### src/rtl/ppts_pkg.sv
package ppts_pkg;

  localparam int unsigned DefLevels = 4;
  localparam int unsigned DefSlots  = 4;

  localparam int unsigned TickW    = 6;
  localparam int unsigned ApbAddrW = 3;
  localparam int unsigned ApbDataW = 32;
  localparam int unsigned InDataW  = 56;
  localparam int unsigned OutDataW = 24;

  localparam logic [2:0] OpAdd     = 3'd0;
  localparam logic [2:0] OpDelete  = 3'd1;
  localparam logic [2:0] OpSuspend = 3'd2;
  localparam logic [2:0] OpResume  = 3'd3;
  localparam logic [2:0] OpTick    = 3'd4;

  localparam logic [2:0] ResAdded     = 3'd0;
  localparam logic [2:0] ResNotAdded  = 3'd1;
  localparam logic [2:0] ResDone      = 3'd2;
  localparam logic [2:0] ResFired     = 3'd3;
  localparam logic [2:0] ResNoneFired = 3'd4;

  localparam logic [1:0] StReady     = 2'd0;
  localparam logic [1:0] StWaiting   = 2'd1;
  localparam logic [1:0] StSuspended = 2'd2;

  typedef struct packed {
    logic [15:0] first_delay_ms;
    logic [15:0] period_ms;
    logic [7:0]  priority_req;
    logic [7:0]  task_id;
    logic [2:0]  operation;
  } in_item_t;

  typedef struct packed {
    logic        last;
    logic [7:0]  fired_priority;
    logic [7:0]  fired_task_id;
    logic [2:0]  status;
  } out_item_t;

  typedef struct packed {
    logic [1:0]  st;
    logic [15:0] delay;
    logic [15:0] period;
    logic [7:0]  ident;
  } entry_t;

endpackage

### src/rtl/ppts_alu.sv
module ppts_alu (
  input  logic [15:0]               a_i,
  input  logic [ppts_pkg::TickW-1:0] b_i,
  output logic                      le_o,
  output logic [15:0]               diff_o
);
  import ppts_pkg::*;

  logic [16:0] diff;

  assign diff   = {1'b0, a_i} - {{(17 - TickW){1'b0}}, b_i};
  assign le_o   = diff[16] || (diff[15:0] == 16'd0);
  assign diff_o = diff[15:0];

endmodule

### src/rtl/ppts_table.sv
module ppts_table #(
  parameter int unsigned Entries = 16,
  parameter int unsigned EW      = 4
) (
  input  logic                  clk_i,
  input  logic                  rst_ni,
  input  logic                  re_i,
  input  logic [EW-1:0]         raddr_i,
  output ppts_pkg::entry_t      rdata_o,
  input  logic                  we_i,
  input  logic [EW-1:0]         waddr_i,
  input  ppts_pkg::entry_t      wdata_i,
  input  logic                  vset_i,
  input  logic                  vclr_i,
  input  logic [EW-1:0]         vidx_i,
  output logic [Entries-1:0]    valid_o
);
  import ppts_pkg::*;

  entry_t               mem_q [Entries];
  entry_t               rd_q;
  logic                 rd_ok_q;
  logic [Entries-1:0]   written_q;
  logic [Entries-1:0]   valid_q;

  always_ff @(posedge clk_i) begin
    if (we_i) begin
      mem_q[waddr_i] <= wdata_i;
    end
    if (re_i) begin
      rd_q <= mem_q[raddr_i];
    end
  end

  // An entry never written reads as all zero, as after reset.
  always_ff @(posedge clk_i or negedge rst_ni) begin
    if (!rst_ni) begin
      written_q <= '0;
      valid_q   <= '0;
      rd_ok_q   <= 1'b0;
    end else begin
      if (re_i) begin
        rd_ok_q <= written_q[raddr_i];
      end
      if (we_i) begin
        written_q[waddr_i] <= 1'b1;
      end
      if (vset_i) begin
        valid_q[vidx_i] <= 1'b1;
      end else if (vclr_i) begin
        valid_q[vidx_i] <= 1'b0;
      end
    end
  end

  assign rdata_o = rd_ok_q ? rd_q : '0;
  assign valid_o = valid_q;

endmodule

### src/rtl/ppts_seq.sv
module ppts_seq #(
  parameter int unsigned Levels  = 4,
  parameter int unsigned Slots   = 4,
  parameter int unsigned Entries = 16,
  parameter int unsigned EW      = 4,
  parameter int unsigned LW      = 2,
  parameter int unsigned SW      = 2
) (
  input  logic                       clk_i,
  input  logic                       rst_ni,
  input  logic                       in_valid_i,
  output logic                       in_ready_o,
  input  ppts_pkg::in_item_t         in_item_i,
  input  logic [ppts_pkg::TickW-1:0] tick_ms_i,
  output logic                       out_valid_o,
  input  logic                       out_ready_i,
  output ppts_pkg::out_item_t        out_item_o,
  output logic                       tbl_re_o,
  output logic [EW-1:0]              tbl_addr_o,
  input  ppts_pkg::entry_t           tbl_rdata_i,
  output logic                       tbl_we_o,
  output ppts_pkg::entry_t           tbl_wdata_o,
  output logic                       tbl_vset_o,
  output logic                       tbl_vclr_o,
  input  logic [Entries-1:0]         tbl_valid_i
);
  import ppts_pkg::*;

  typedef enum logic [2:0] {
    S_IDLE,
    S_ADD,
    S_ACT_RD,
    S_ACT_EV,
    S_TK_RD,
    S_TK_EV,
    S_FIN
  } state_e;

  state_e       state_q, state_d;
  logic [2:0]   op_q, op_d;
  logic [7:0]   id_q, id_d;
  logic [15:0]  period_q, period_d;
  logic [15:0]  delay_q, delay_d;
  logic [LW-1:0] lv_q, lv_d;
  logic [SW-1:0] sl_q, sl_d;
  logic [EW-1:0] e_q, e_d;
  logic         found_q, found_d;
  out_item_t    pend_q, pend_d;
  logic         pend_fire_q, pend_fire_d;
  out_item_t    out_q, out_d;
  logic         out_valid_q, out_valid_d;

  logic         out_free;
  logic         last_slot;
  logic         last_lv;
  logic         fire;
  logic         waiting;
  logic [15:0]  operand;
  logic         le;
  logic [15:0]  diff;

  assign out_free  = !out_valid_q || out_ready_i;
  assign last_slot = (sl_q == SW'(Slots - 1));
  assign last_lv   = (lv_q == LW'(Levels - 1));
  assign fire      = tbl_valid_i[e_q] && (tbl_rdata_i.st == StReady);
  assign waiting   = tbl_valid_i[e_q] && (tbl_rdata_i.st == StWaiting);
  assign operand   = (tbl_rdata_i.st == StReady) ? tbl_rdata_i.period : tbl_rdata_i.delay;

  ppts_alu u_alu (
    .a_i    (operand),
    .b_i    (tick_ms_i),
    .le_o   (le),
    .diff_o (diff)
  );

  always_comb begin
    state_d     = state_q;
    op_d        = op_q;
    id_d        = id_q;
    period_d    = period_q;
    delay_d     = delay_q;
    lv_d        = lv_q;
    sl_d        = sl_q;
    e_d         = e_q;
    found_d     = found_q;
    pend_d      = pend_q;
    pend_fire_d = pend_fire_q;
    out_d       = out_q;
    out_valid_d = out_valid_q && !out_ready_i;
    tbl_re_o    = 1'b0;
    tbl_we_o    = 1'b0;
    tbl_wdata_o = tbl_rdata_i;
    tbl_vset_o  = 1'b0;
    tbl_vclr_o  = 1'b0;

    unique case (state_q)
      S_IDLE: begin
        if (in_valid_i) begin
          op_d     = in_item_i.operation;
          id_d     = in_item_i.task_id;
          period_d = in_item_i.period_ms;
          delay_d  = in_item_i.first_delay_ms;
          lv_d     = '0;
          sl_d     = '0;
          e_d      = '0;
          found_d  = 1'b0;
          pend_d   = '0;
          pend_fire_d = 1'b0;
          unique case (in_item_i.operation)
            OpAdd: begin
              if (32'(in_item_i.priority_req) < Levels) begin
                e_d     = EW'(32'(in_item_i.priority_req) * Slots);
                state_d = S_ADD;
              end else begin
                pend_d.status = ResNotAdded;
                state_d       = S_FIN;
              end
            end
            OpDelete, OpSuspend, OpResume: begin
              state_d = S_ACT_RD;
            end
            OpTick: begin
              pend_d.status = ResNoneFired;
              state_d       = S_TK_RD;
            end
            default: begin
              pend_d.status = ResDone;
              state_d       = S_FIN;
            end
          endcase
        end
      end

      S_ADD: begin
        if (!tbl_valid_i[e_q]) begin
          tbl_we_o           = 1'b1;
          tbl_wdata_o.st     = (delay_q == 16'd0) ? StReady : StWaiting;
          tbl_wdata_o.delay  = delay_q;
          tbl_wdata_o.period = period_q;
          tbl_wdata_o.ident  = id_q;
          tbl_vset_o         = 1'b1;
          pend_d.status      = ResAdded;
          state_d            = S_FIN;
        end else if (last_slot) begin
          pend_d.status = ResNotAdded;
          state_d       = S_FIN;
        end else begin
          sl_d = sl_q + 1'b1;
          e_d  = e_q + 1'b1;
        end
      end

      S_ACT_RD: begin
        tbl_re_o = 1'b1;
        state_d  = S_ACT_EV;
      end

      S_ACT_EV: begin
        if (!found_q && (tbl_rdata_i.ident == id_q)) begin
          found_d = 1'b1;
          if (op_q == OpDelete) begin
            tbl_vclr_o = 1'b1;
          end else begin
            tbl_we_o       = 1'b1;
            tbl_wdata_o.st = (op_q == OpSuspend) ? StSuspended : StReady;
          end
        end
        e_d = e_q + 1'b1;
        if (last_slot) begin
          sl_d    = '0;
          lv_d    = lv_q + 1'b1;
          found_d = 1'b0;
        end else begin
          sl_d = sl_q + 1'b1;
        end
        if (last_slot && last_lv) begin
          pend_d.status = ResDone;
          state_d       = S_FIN;
        end else begin
          state_d = S_ACT_RD;
        end
      end

      S_TK_RD: begin
        tbl_re_o = 1'b1;
        state_d  = S_TK_EV;
      end

      S_TK_EV: begin
        if (!(fire && pend_fire_q && !out_free)) begin
          if (fire) begin
            if (pend_fire_q) begin
              out_d       = pend_q;
              out_d.last  = 1'b0;
              out_valid_d = 1'b1;
            end
            pend_d.status         = ResFired;
            pend_d.fired_task_id  = tbl_rdata_i.ident;
            pend_d.fired_priority = 8'(lv_q);
            pend_fire_d           = 1'b1;
          end
          if (fire || waiting) begin
            tbl_we_o          = 1'b1;
            tbl_wdata_o.st    = le ? StReady : StWaiting;
            tbl_wdata_o.delay = le ? 16'd0 : diff;
          end
          e_d = e_q + 1'b1;
          if (last_slot) begin
            sl_d = '0;
            lv_d = lv_q + 1'b1;
          end else begin
            sl_d = sl_q + 1'b1;
          end
          state_d = (last_slot && last_lv) ? S_FIN : S_TK_RD;
        end
      end

      S_FIN: begin
        if (out_free) begin
          out_d       = pend_q;
          out_d.last  = 1'b1;
          out_valid_d = 1'b1;
          state_d     = S_IDLE;
        end
      end

      default: begin
        state_d = S_IDLE;
      end
    endcase
  end

  always_ff @(posedge clk_i or negedge rst_ni) begin
    if (!rst_ni) begin
      state_q     <= S_IDLE;
      op_q        <= OpAdd;
      id_q        <= '0;
      period_q    <= '0;
      delay_q     <= '0;
      lv_q        <= '0;
      sl_q        <= '0;
      e_q         <= '0;
      found_q     <= 1'b0;
      pend_q      <= '0;
      pend_fire_q <= 1'b0;
      out_q       <= '0;
      out_valid_q <= 1'b0;
    end else begin
      state_q     <= state_d;
      op_q        <= op_d;
      id_q        <= id_d;
      period_q    <= period_d;
      delay_q     <= delay_d;
      lv_q        <= lv_d;
      sl_q        <= sl_d;
      e_q         <= e_d;
      found_q     <= found_d;
      pend_q      <= pend_d;
      pend_fire_q <= pend_fire_d;
      out_q       <= out_d;
      out_valid_q <= out_valid_d;
    end
  end

  assign in_ready_o  = (state_q == S_IDLE);
  assign tbl_addr_o  = e_q;
  assign out_valid_o = out_valid_q;
  assign out_item_o  = out_q;

endmodule

### src/rtl/periodic_priority_task_scheduler.sv
// Periodic task scheduler with a table of LEVELS priority levels of SLOTS slots each. Every
// word on the input stream is one operation (add, delete, suspend, resume or tick); the
// block then goes through the table one entry at a time as the operation needs and is not
// ready meanwhile. An add scans the slots of its level for a free one; an unknown operation
// visits no entry. Delete, suspend, resume and tick visit every entry, each with a read step
// and an evaluate step on the single-port table; ticks use one subtract-and-compare unit. While
// the output stream still holds back the previous word, every operation stalls before its
// final word and a tick also stalls before each further fired-task word. A tick yields
// one word per fired task, lowest level and slot first, or a single no-task-fired word,
// and tlast marks the final word of every operation. The tick length in milliseconds is
// set through the register at address 0.
module periodic_priority_task_scheduler #(
  parameter int unsigned LEVELS = ppts_pkg::DefLevels,
  parameter int unsigned SLOTS  = ppts_pkg::DefSlots
) (
  input  logic                          clk_i,
  input  logic                          rst_ni,
  input  logic                          s_axis_tvalid,
  output logic                          s_axis_tready,
  // operation, task_id, priority_req, period_ms, first_delay_ms, zero fill
  input  logic [ppts_pkg::InDataW-1:0]  s_axis_tdata,
  output logic                          m_axis_tvalid,
  input  logic                          m_axis_tready,
  // status, fired_task_id, fired_priority, zero fill
  output logic [ppts_pkg::OutDataW-1:0] m_axis_tdata,
  output logic                          m_axis_tlast,
  input  logic                          psel,
  input  logic                          penable,
  input  logic                          pwrite,
  input  logic [ppts_pkg::ApbAddrW-1:0] paddr,
  input  logic [ppts_pkg::ApbDataW-1:0] pwdata,
  output logic [ppts_pkg::ApbDataW-1:0] prdata,
  output logic                          pready
);
  import ppts_pkg::*;

  localparam int unsigned Entries = LEVELS * SLOTS;
  localparam int unsigned EW = (Entries > 1) ? $clog2(Entries) : 1;
  localparam int unsigned LW = (LEVELS > 1) ? $clog2(LEVELS) : 1;
  localparam int unsigned SW = (SLOTS > 1) ? $clog2(SLOTS) : 1;

  logic [TickW-1:0]   tick_ms_q;
  logic               cfg_wr;
  in_item_t           in_item;
  out_item_t          out_item;
  logic               tbl_re;
  logic [EW-1:0]      tbl_addr;
  entry_t             tbl_rdata;
  logic               tbl_we;
  entry_t             tbl_wdata;
  logic               tbl_vset;
  logic               tbl_vclr;
  logic [Entries-1:0] tbl_valid;

  assign pready = 1'b1;
  assign cfg_wr = psel && penable && pwrite && pready && !paddr[2];
  assign prdata = paddr[2] ? '0 : {{(ApbDataW - TickW){1'b0}}, tick_ms_q};

  always_ff @(posedge clk_i or negedge rst_ni) begin
    if (!rst_ni) begin
      tick_ms_q <= TickW'(1);
    end else if (cfg_wr) begin
      tick_ms_q <= pwdata[TickW-1:0];
    end
  end

  assign in_item       = s_axis_tdata[$bits(in_item_t)-1:0];
  assign m_axis_tdata  = {{(OutDataW - 19){1'b0}}, out_item.fired_priority,
                          out_item.fired_task_id, out_item.status};
  assign m_axis_tlast  = out_item.last;

  ppts_seq #(
    .Levels  (LEVELS),
    .Slots   (SLOTS),
    .Entries (Entries),
    .EW      (EW),
    .LW      (LW),
    .SW      (SW)
  ) u_seq (
    .clk_i       (clk_i),
    .rst_ni      (rst_ni),
    .in_valid_i  (s_axis_tvalid),
    .in_ready_o  (s_axis_tready),
    .in_item_i   (in_item),
    .tick_ms_i   (tick_ms_q),
    .out_valid_o (m_axis_tvalid),
    .out_ready_i (m_axis_tready),
    .out_item_o  (out_item),
    .tbl_re_o    (tbl_re),
    .tbl_addr_o  (tbl_addr),
    .tbl_rdata_i (tbl_rdata),
    .tbl_we_o    (tbl_we),
    .tbl_wdata_o (tbl_wdata),
    .tbl_vset_o  (tbl_vset),
    .tbl_vclr_o  (tbl_vclr),
    .tbl_valid_i (tbl_valid)
  );

  ppts_table #(
    .Entries (Entries),
    .EW      (EW)
  ) u_table (
    .clk_i   (clk_i),
    .rst_ni  (rst_ni),
    .re_i    (tbl_re),
    .raddr_i (tbl_addr),
    .rdata_o (tbl_rdata),
    .we_i    (tbl_we),
    .waddr_i (tbl_addr),
    .wdata_i (tbl_wdata),
    .vset_i  (tbl_vset),
    .vclr_i  (tbl_vclr),
    .vidx_i  (tbl_addr),
    .valid_o (tbl_valid)
  );

endmodule

### config.mk
export PLATFORM = sky130hd
export DESIGN_NAME = periodic_priority_task_scheduler
export DESIGN_NICKNAME = d
export VERILOG_FILES = /design/src/rtl/ppts_pkg.sv /design/src/rtl/ppts_alu.sv /design/src/rtl/ppts_table.sv /design/src/rtl/ppts_seq.sv /design/src/rtl/periodic_priority_task_scheduler.sv
export SDC_FILE = /design/constraint.sdc
export NUM_CORES = 1
export LEC_CHECK = 0
export BUFFER_PORTS_ARGS = -buffer_cell sky130_fd_sc_hd__buf_2
export CAP_MARGIN = 20
export CORE_AREA = 3 3 297 299
export DETAILED_ROUTE_END_ITERATION = 10
export DIE_AREA = 0 0 300 302
export MAX_ROUTING_LAYER = met4
export SKIP_CTS_REPAIR_TIMING = 1
export SLEW_MARGIN = 20
export SYNTH_ARGS = -nofsm -noshare
export SYNTH_HDL_FRONTEND = slang
export SYNTH_SLANG_ARGS = --single-unit
### constraint.sdc
create_clock -name clk_i -period 7.8 [get_ports clk_i]
set_clock_uncertainty 0.15 [all_clocks]
set_input_delay 0.78 -clock clk_i [delete_from_list [all_inputs] [get_ports clk_i]]
set_output_delay 0.78 -clock clk_i [all_outputs]
set_load 0.005 [all_outputs]
# Word-level counts from Yosys, hierarchy flattened
# Memory sizes are Yosys's and may differ from the RTL's. A register that Yosys moved wholly into a read port is not among the register bits.
# Index checks and enable logic that the tools add are counted.
# totals
word_cells	189
register_bits	135
in_bits	98
mem_count	1
ramBits	672
# op_classes
n_addsub	4
n_lt_le_gt_ge	3
n_mux	89
reduce_logical	40
n_eq_ne	26
bitwise	4
# memory_table
name	depth	word_bits	read_ports	rd_clocked_by_memory_dff	wr	line_no	text
u_table.mem_q	16	42	1	1	1	ppts_table.sv:20	entry_t mem_q [Entries];
# op_table
operator	n
2-to-1 mux 42 bit	2
2-to-1 mux 20 bit	4
2-to-1 mux 16 bit	4
one-hot mux 16 bit (2 select lines)	2
2-to-1 mux 19 bit	3
one-hot mux 20 bit (2 select lines)	1
2-to-1 mux 18 bit	2
zero test 16 bit	2
OR 16 bit	2
2-to-1 mux 3 bit	10
2-to-1 mux 1 bit	27
2-to-1 mux 24 bit	1
2-to-1 mux 4 bit	6
2-to-1 mux 2 bit	11
one-hot mux 3 bit (7 select lines)	1
one-hot mux 3 bit (3 select lines)	2
subtractor 16 x 6 -> 17 bit	1
bitwise AND 16 bit	1
NOT 16 bit	1
one-hot mux 4 bit (4 select lines)	1
== test 3 x 2 -> 1 bit (second input constant)	5
== test 3 bit (second input constant)	4
one-hot mux 2 bit (3 select lines)	2
one-hot mux 3 bit (4 select lines)	1
other kinds (34)	70

# Depth between registers and ports, before layout
# depth
ltp_word	10
ltp_mapped	17
ltp_nobuf	13

# Cells and area by module
# From an unflattened synthesis, not the netlist that was laid out.
# unflattened
hier_cells	1937
area_unflattened_um2	34891.0
# by_module_without_submodules
mod	cells_each	area_per_inst_um2	seq_area_each_um2	n_inst
ppts_table	1142	28210.8	22266.4	1
ppts_seq	643	5470.2	2102.0	1
ppts_alu	99	666.9	0.0	1
periodic_priority_task_scheduler	53	543.0	151.4	1

# Least setup slack after synthesis
# Ideal clock, no wire load.
# synth_path
path_type	reg-to-reg
startpoint	reg u_table.rd_ok_q
endpoint	mem u_table.mem_q[0][38] (netlist bit), data pin
synth_period_minus_slack_ps	5116
stages_incl_launch_ff	18
t_arrival_ps	4618
slack_ps	2684
setup_ps	348
required_time_ps	7302
cell_sequence	dfrtp_1 clkbuf_1 clkbuf_1 clkbuf_1 clkbuf_1 clkbuf_1 clkbuf_1 nand2_1 ha_1 fa_1 nor2b_1 o2111ai_1 and3_1 clkbuf_1 a21oi_1 or2_2 o21ai_0 a221oi_1
# synth_rtl
element	line_no	text
start, declared	ppts_table.sv:22	logic rd_ok_q;
start signal, assigned	ppts_table.sv:43	rd_ok_q <= written_q[raddr_i];
end, declared	ppts_table.sv:20	

# Final worst setup path
# layout_path
startpoint	reg u_seq.e_q[0] (netlist: u_seq.tbl_addr_o[0])
endpoint	mem u_table.mem_q[14][39] (netlist bit), enable pin
# layout_via
elab_chain_len	9
elab_cells_between_ends	13
# layout_rtl
element	line_no	text
start, declared	ppts_seq.sv:46	logic [EW-1:0] e_q, e_d;
start signal, assigned	ppts_seq.sv:242	e_q <= '0;
start signal, assigned	ppts_seq.sv:256	e_q <= e_d;
binary-select mux 1 bit (select 4 bit)	ppts_seq.sv:65, ppts_seq.sv:66, ppts_seq.sv:135	
2-to-1 mux 1 bit (not written as such)	ppts_seq.sv:65, ppts_seq.sv:66, ppts_seq.sv:135	
logical AND 1 bit, on equally long branches	ppts_seq.sv:65, ppts_seq.sv:66	
logical OR 1 bit or logical AND 1 bit (tied branches)	ppts_seq.sv:202, ppts_seq.sv:190	
2-to-1 mux 1 bit or logical AND 1 bit (tied branches)	ppts_seq.sv:202, ppts_seq.sv:190	
2-to-1 mux 1 bit	ppts_seq.sv:190	if (!(fire && pend_fire_q && !out_free)) begin
one-hot mux 1 bit (3 select lines)	ppts_seq.sv:96	unique case (state_q)
2-to-1 mux 1 bit	ppts_table.sv:27	if (we_i) begin
2-to-1 mux 1 bit (not written as such)	ppts_table.sv:28	mem_q[waddr_i] <= wdata_i;
# Several ways; a longest one is shown, not always the timed one. The select of a mux whose other input is x is not followed.

==> flow_metrics.py <==
metrics = {
    "outcome": {
        "run_status": "finished with violations",
        "violated_checks": "negative hold slack",
    },
    "routing": {
        "avgViaCountPerCell": 5.564,
        "remaining_drc_errors": 0,
        "detail_route.iter0.violations": 1824,
        "drt_pre_antenna_iters": 5,
        "via_count": 18010,
        "drt_wl_total_um": 82290,
        "drt-wirelength-per-cell_um": 25.43,
        "route.antenna.remaining_nets": 0,
    },
    "sta": {
        "max_slew.worst_pin.slew_ns": 1.119,
        "max_freq_mhz": 184.9,
        "final_hold_viol_count": 11,
        "hold_ws_ns": -0.007146,
        "final_period_minus_worst_setup_slack_ns": 5.407,
        "finalSetupViolCount": 0,
        "relSlewSlack": 0.2541,
        "timing.final.crit_share": 0.6933,
        "final-max-slew-violation-count": 0,
        "final_tns_setup_ns": 0,
        "grt_setup_unrepaired": "false",
    },
    "global_routing": {
        "global_route_wire_length_before_repair_um": 122400,
        "antenna_violations_before_repair": 0,
        "groute.layer.met2.usage": 0.2936,
        "use_met3": 0.02677,
        "global_route.usage.met1": 0.2650,
        "groute.usage.overall": 0.1887,
        "globalRoute.totalOverflow": 0,
        "gr-max-usage-layer": "met2",
        "number_of_global_route_vias_before_repair": 18300,
        "maximum_number_of_pins_on_one_net_before_global_route_repair": 71,
    },
    "power": {
        "max-vdd-ir-drop_uv": 203.8,
        "post-layout-total-power_mw": 14.66,
        "cellPowerDensity_mw_per_mm2": 378.5,
        "power.leakage_nw": 13.08,
    },
    "yosys": {
        "yosysWarningCount": 0,
        "post_synth_num_cell_types": 75,
        "fraction_of_the_yosys_area_taken_by_sequential_cells": 0.7180,
        "count_of_flip_flops_with_a_built_in_enable_after_synthesis": 714,
        "yosys_register_bits": 837,
        "postSynth.topFlopCell": "edfxtp_1",
        "async_flop_share": 0.1470,
        "synthesis.instances": 1908,
        "postSynthAreaPerCell_um2": 17.90,
        "synthesis.area_mm2": 0.03415,
    },
    "floorplanning": {
        "ports": 158,
        "placementRows": 107,
        "dieWidth_um": 300,
        "die_area_mm2": 0.09060,
        "start_util": 0.3998,
        "die_height_um": 302,
        "core-area_mm2": 0.08541,
    },
    "placement": {
        "detailed_place_hpwl_um": 47070,
        "io_buffers": 86,
        "gp_congestion": 0.9256,
    },
    "critical_path": {
        "r2r_cells": 9,
        "reg2reg_from": "u_seq.tbl_addr_o[0]$_DFFE_PN0P_",
        "destination_of_the_worst_register_to_register_timing_path": "u_table.mem_q[14][39]$_DFFE_PP_",
        "criticalPathCategory": "register to register",
        "r2r_slack_ns": 2.39,
        "slowest_stage": "dfrtp_4",
        "cp.arrival_ns": 5.51,
        "startpoint_type": "register",
        "worst-endpoint-required_ns": 7.91,
        "timing.critical_path.to_type": "register",
        "critPathMaxStageDelay_ns": 1.06,
        "critical_path_peak_fanout": 48,
        "crit_path_frequent_cell": "buf_4",
        "path_cells": "mux4_2, mux4_2, nand2b_1, buf_4, nand2_1, a21oi_4, buf_4, nor2_4, buf_4",
    },
    "clocking": {
        "clkSlewWorstSetupHoldPaths_ns": 0.06,
        "clock_tree.buffer_depth": 3,
        "cts-htree-levels": 3,
        "tritoncts.num_buffers": 86,
        "clock_tree_from_tritoncts": "yes",
        "tritoncts_num_sinks": 837,
        "cts_root_buffer": "clkbuf_16",
        "clock_insertion_delay_worst_skew_ns": 0.64,
    },
    "final_layout": {
        "multi_input_comb_area_mm2": 0.009141,
        "finish.utilization": 0.4535,
        "regArea_mm2": 0.02453,
        "most-common-layout-cells": "714 x edfxtp_1, 249 x nand2_1, 220 x mux4_2",
        "most_common_cell_after_layout_fill_and_taps_aside": "edfxtp_1",
        "number_of_nets_in_the_finished_design": 2131,
        "layout_filler_cell_count": 7349,
        "areaGrowthSynthToFinish_pct": 13.44,
        "n_antenna_cell": 0,
        "layout_cells_sized_above_1": 0.2629,
    },
    "flow_run": {
        "max_cap_viol_count": 0,
    },
    "min_path": {
        "min-delay-path-class": "input pin to asynchronous set/reset pin",
    },
}
critical path, delay by kind of cell, from the launching register on:
kind                   cells  cell delay, ns
multiplexers               2            1.25
buffers and inverters      3            1.23
flip-flops                 1            1.06
AND/OR/NAND/NOR            3            1.02
AO/OA/AOI/OAI              1            0.24
flip-flops by register name, indices dropped and copies added, names as in the netlist, named ones only:
name               count
u_seq.state_q          3
u_seq.found_q          1
u_seq.out_item_o      14
u_table.rd_q          42
u_seq.tbl_addr_o       4
tick_ms_q              6
u_table.written_q     16
u_table.rd_ok_q        1
u_seq.out_valid_o      1
u_seq.delay_q         16
u_seq.sl_q             2
u_seq.id_q             8
u_seq.lv_q             2
u_seq.op_q             3
u_seq.pend_q          13
u_seq.period_q        16
u_table.mem_q        672
u_seq.pend_fire_q      1
per-stage QoR:
step                setup WS (ns)  instance area, µm²  std cells  hold slack [ns]
finish                      2.393               38740       3236        -0.007146
global route                2.129               38740       3236          0.02870
CTS                         2.280               38680       3232        -0.007600
detailed placement          2.329               35920       3072           0.3097
global placement            2.436               35910       3072           0.3036
floorplan                   2.684               34280       1944           0.2877
cell usage after synthesis, types with 9 or more instances:
cell type | number | area, µm²
clkbuf_1 | 71 | 266.5
o21ai_0 | 71 | 355.3
dfrtp_1 | 122 | 3053
nand3_1 | 60 | 300.3
and3_1 | 9 | 56.30
nor2b_1 | 10 | 62.56
mux2_1 | 16 | 180.2
mux4_2 | 220 | 4955
nand2_1 | 250 | 938.4
buf_4 | 39 | 292.8
mux2_2 | 18 | 202.7
nor4_1 | 10 | 62.56
nor2_1 | 44 | 165.2
inv_1 | 15 | 56.30
a21oi_1 | 19 | 95.09
o21bai_1 | 19 | 142.6
a22oi_1 | 13 | 97.59
buf_2 | 12 | 60.06
buf_1 | 21 | 78.83
edfxtp_1 | 714 | 21440
nor3_1 | 9 | 45.04
ha_1 | 12 | 150.1
cells by family after synthesis:
logic type | after synthesis | share of synthesized area
flip-flops | 837 | 0.7180
XOR/XNOR | 9 | 0.002308
multiplexers | 256 | 0.1569
AO/OA/AOI/OAI | 196 | 0.03796
adder cells (fa/ha/maj) | 13 | 0.004983
AND/OR/NAND/NOR | 434 | 0.05654
buffers and inverters | 161 | 0.02308
other | 2 | 0.0002199
cell type report:
cell class	count	area share
clock buffer	120	0.06276
clock inverter	40	0.008624
inverter	15	0.001453
multi-input combinational	946	0.2360
sequential	837	0.6333
tap	1144	0.03695
timing repair buffer	134	0.02090
layer usage:
layer  share of wire  routed length (µm)
met1            0.44               35800
met2            0.48               39510
met3           0.067                5490
met4           0.018                1489
met5               0                   0
how the worst max path moves through the flow:
| stage | from | to | cells after the start |
|---|---|---|---|
| 6_report | u_seq.tbl_addr_o[0]$_DFFE_PN0P_ | u_table.mem_q[14][39]$_DFFE_PP_ | 9 |
| 5_1_grt | u_seq.tbl_addr_o[0]$_DFFE_PN0P_ | u_table.mem_q[14][39]$_DFFE_PP_ | 9 |
| 4_1_cts | u_seq.tbl_addr_o[0]$_DFFE_PN0P_ | u_table.mem_q[14][39]$_DFFE_PP_ | 9 |
| 3_5_place_dp | u_seq.tbl_addr_o[0]$_DFFE_PN0P_ | u_table.mem_q[14][23]$_DFFE_PP_ | 9 |
| 3_3_place_gp | u_seq.tbl_addr_o[0]$_DFFE_PN0P_ | u_table.mem_q[10][9]$_DFFE_PP_ | 9 |
| 2_1_floorplan | u_table.rd_ok_q$_DFFE_PN0P_ | u_table.mem_q[0][38]$_DFFE_PP_ | 17 |
power breakdown:
part	leakage [nW]	total [mW]	switching, mW	internal, mW
clock	1.37	3.99	1.70	2.29
sequential	8.07	6.72	0.490	6.23
combinational	3.64	3.95	2.45	1.50
total	13.1	14.7	4.64	10.0
No activity file was read; power rests on OpenSTA's default activity.
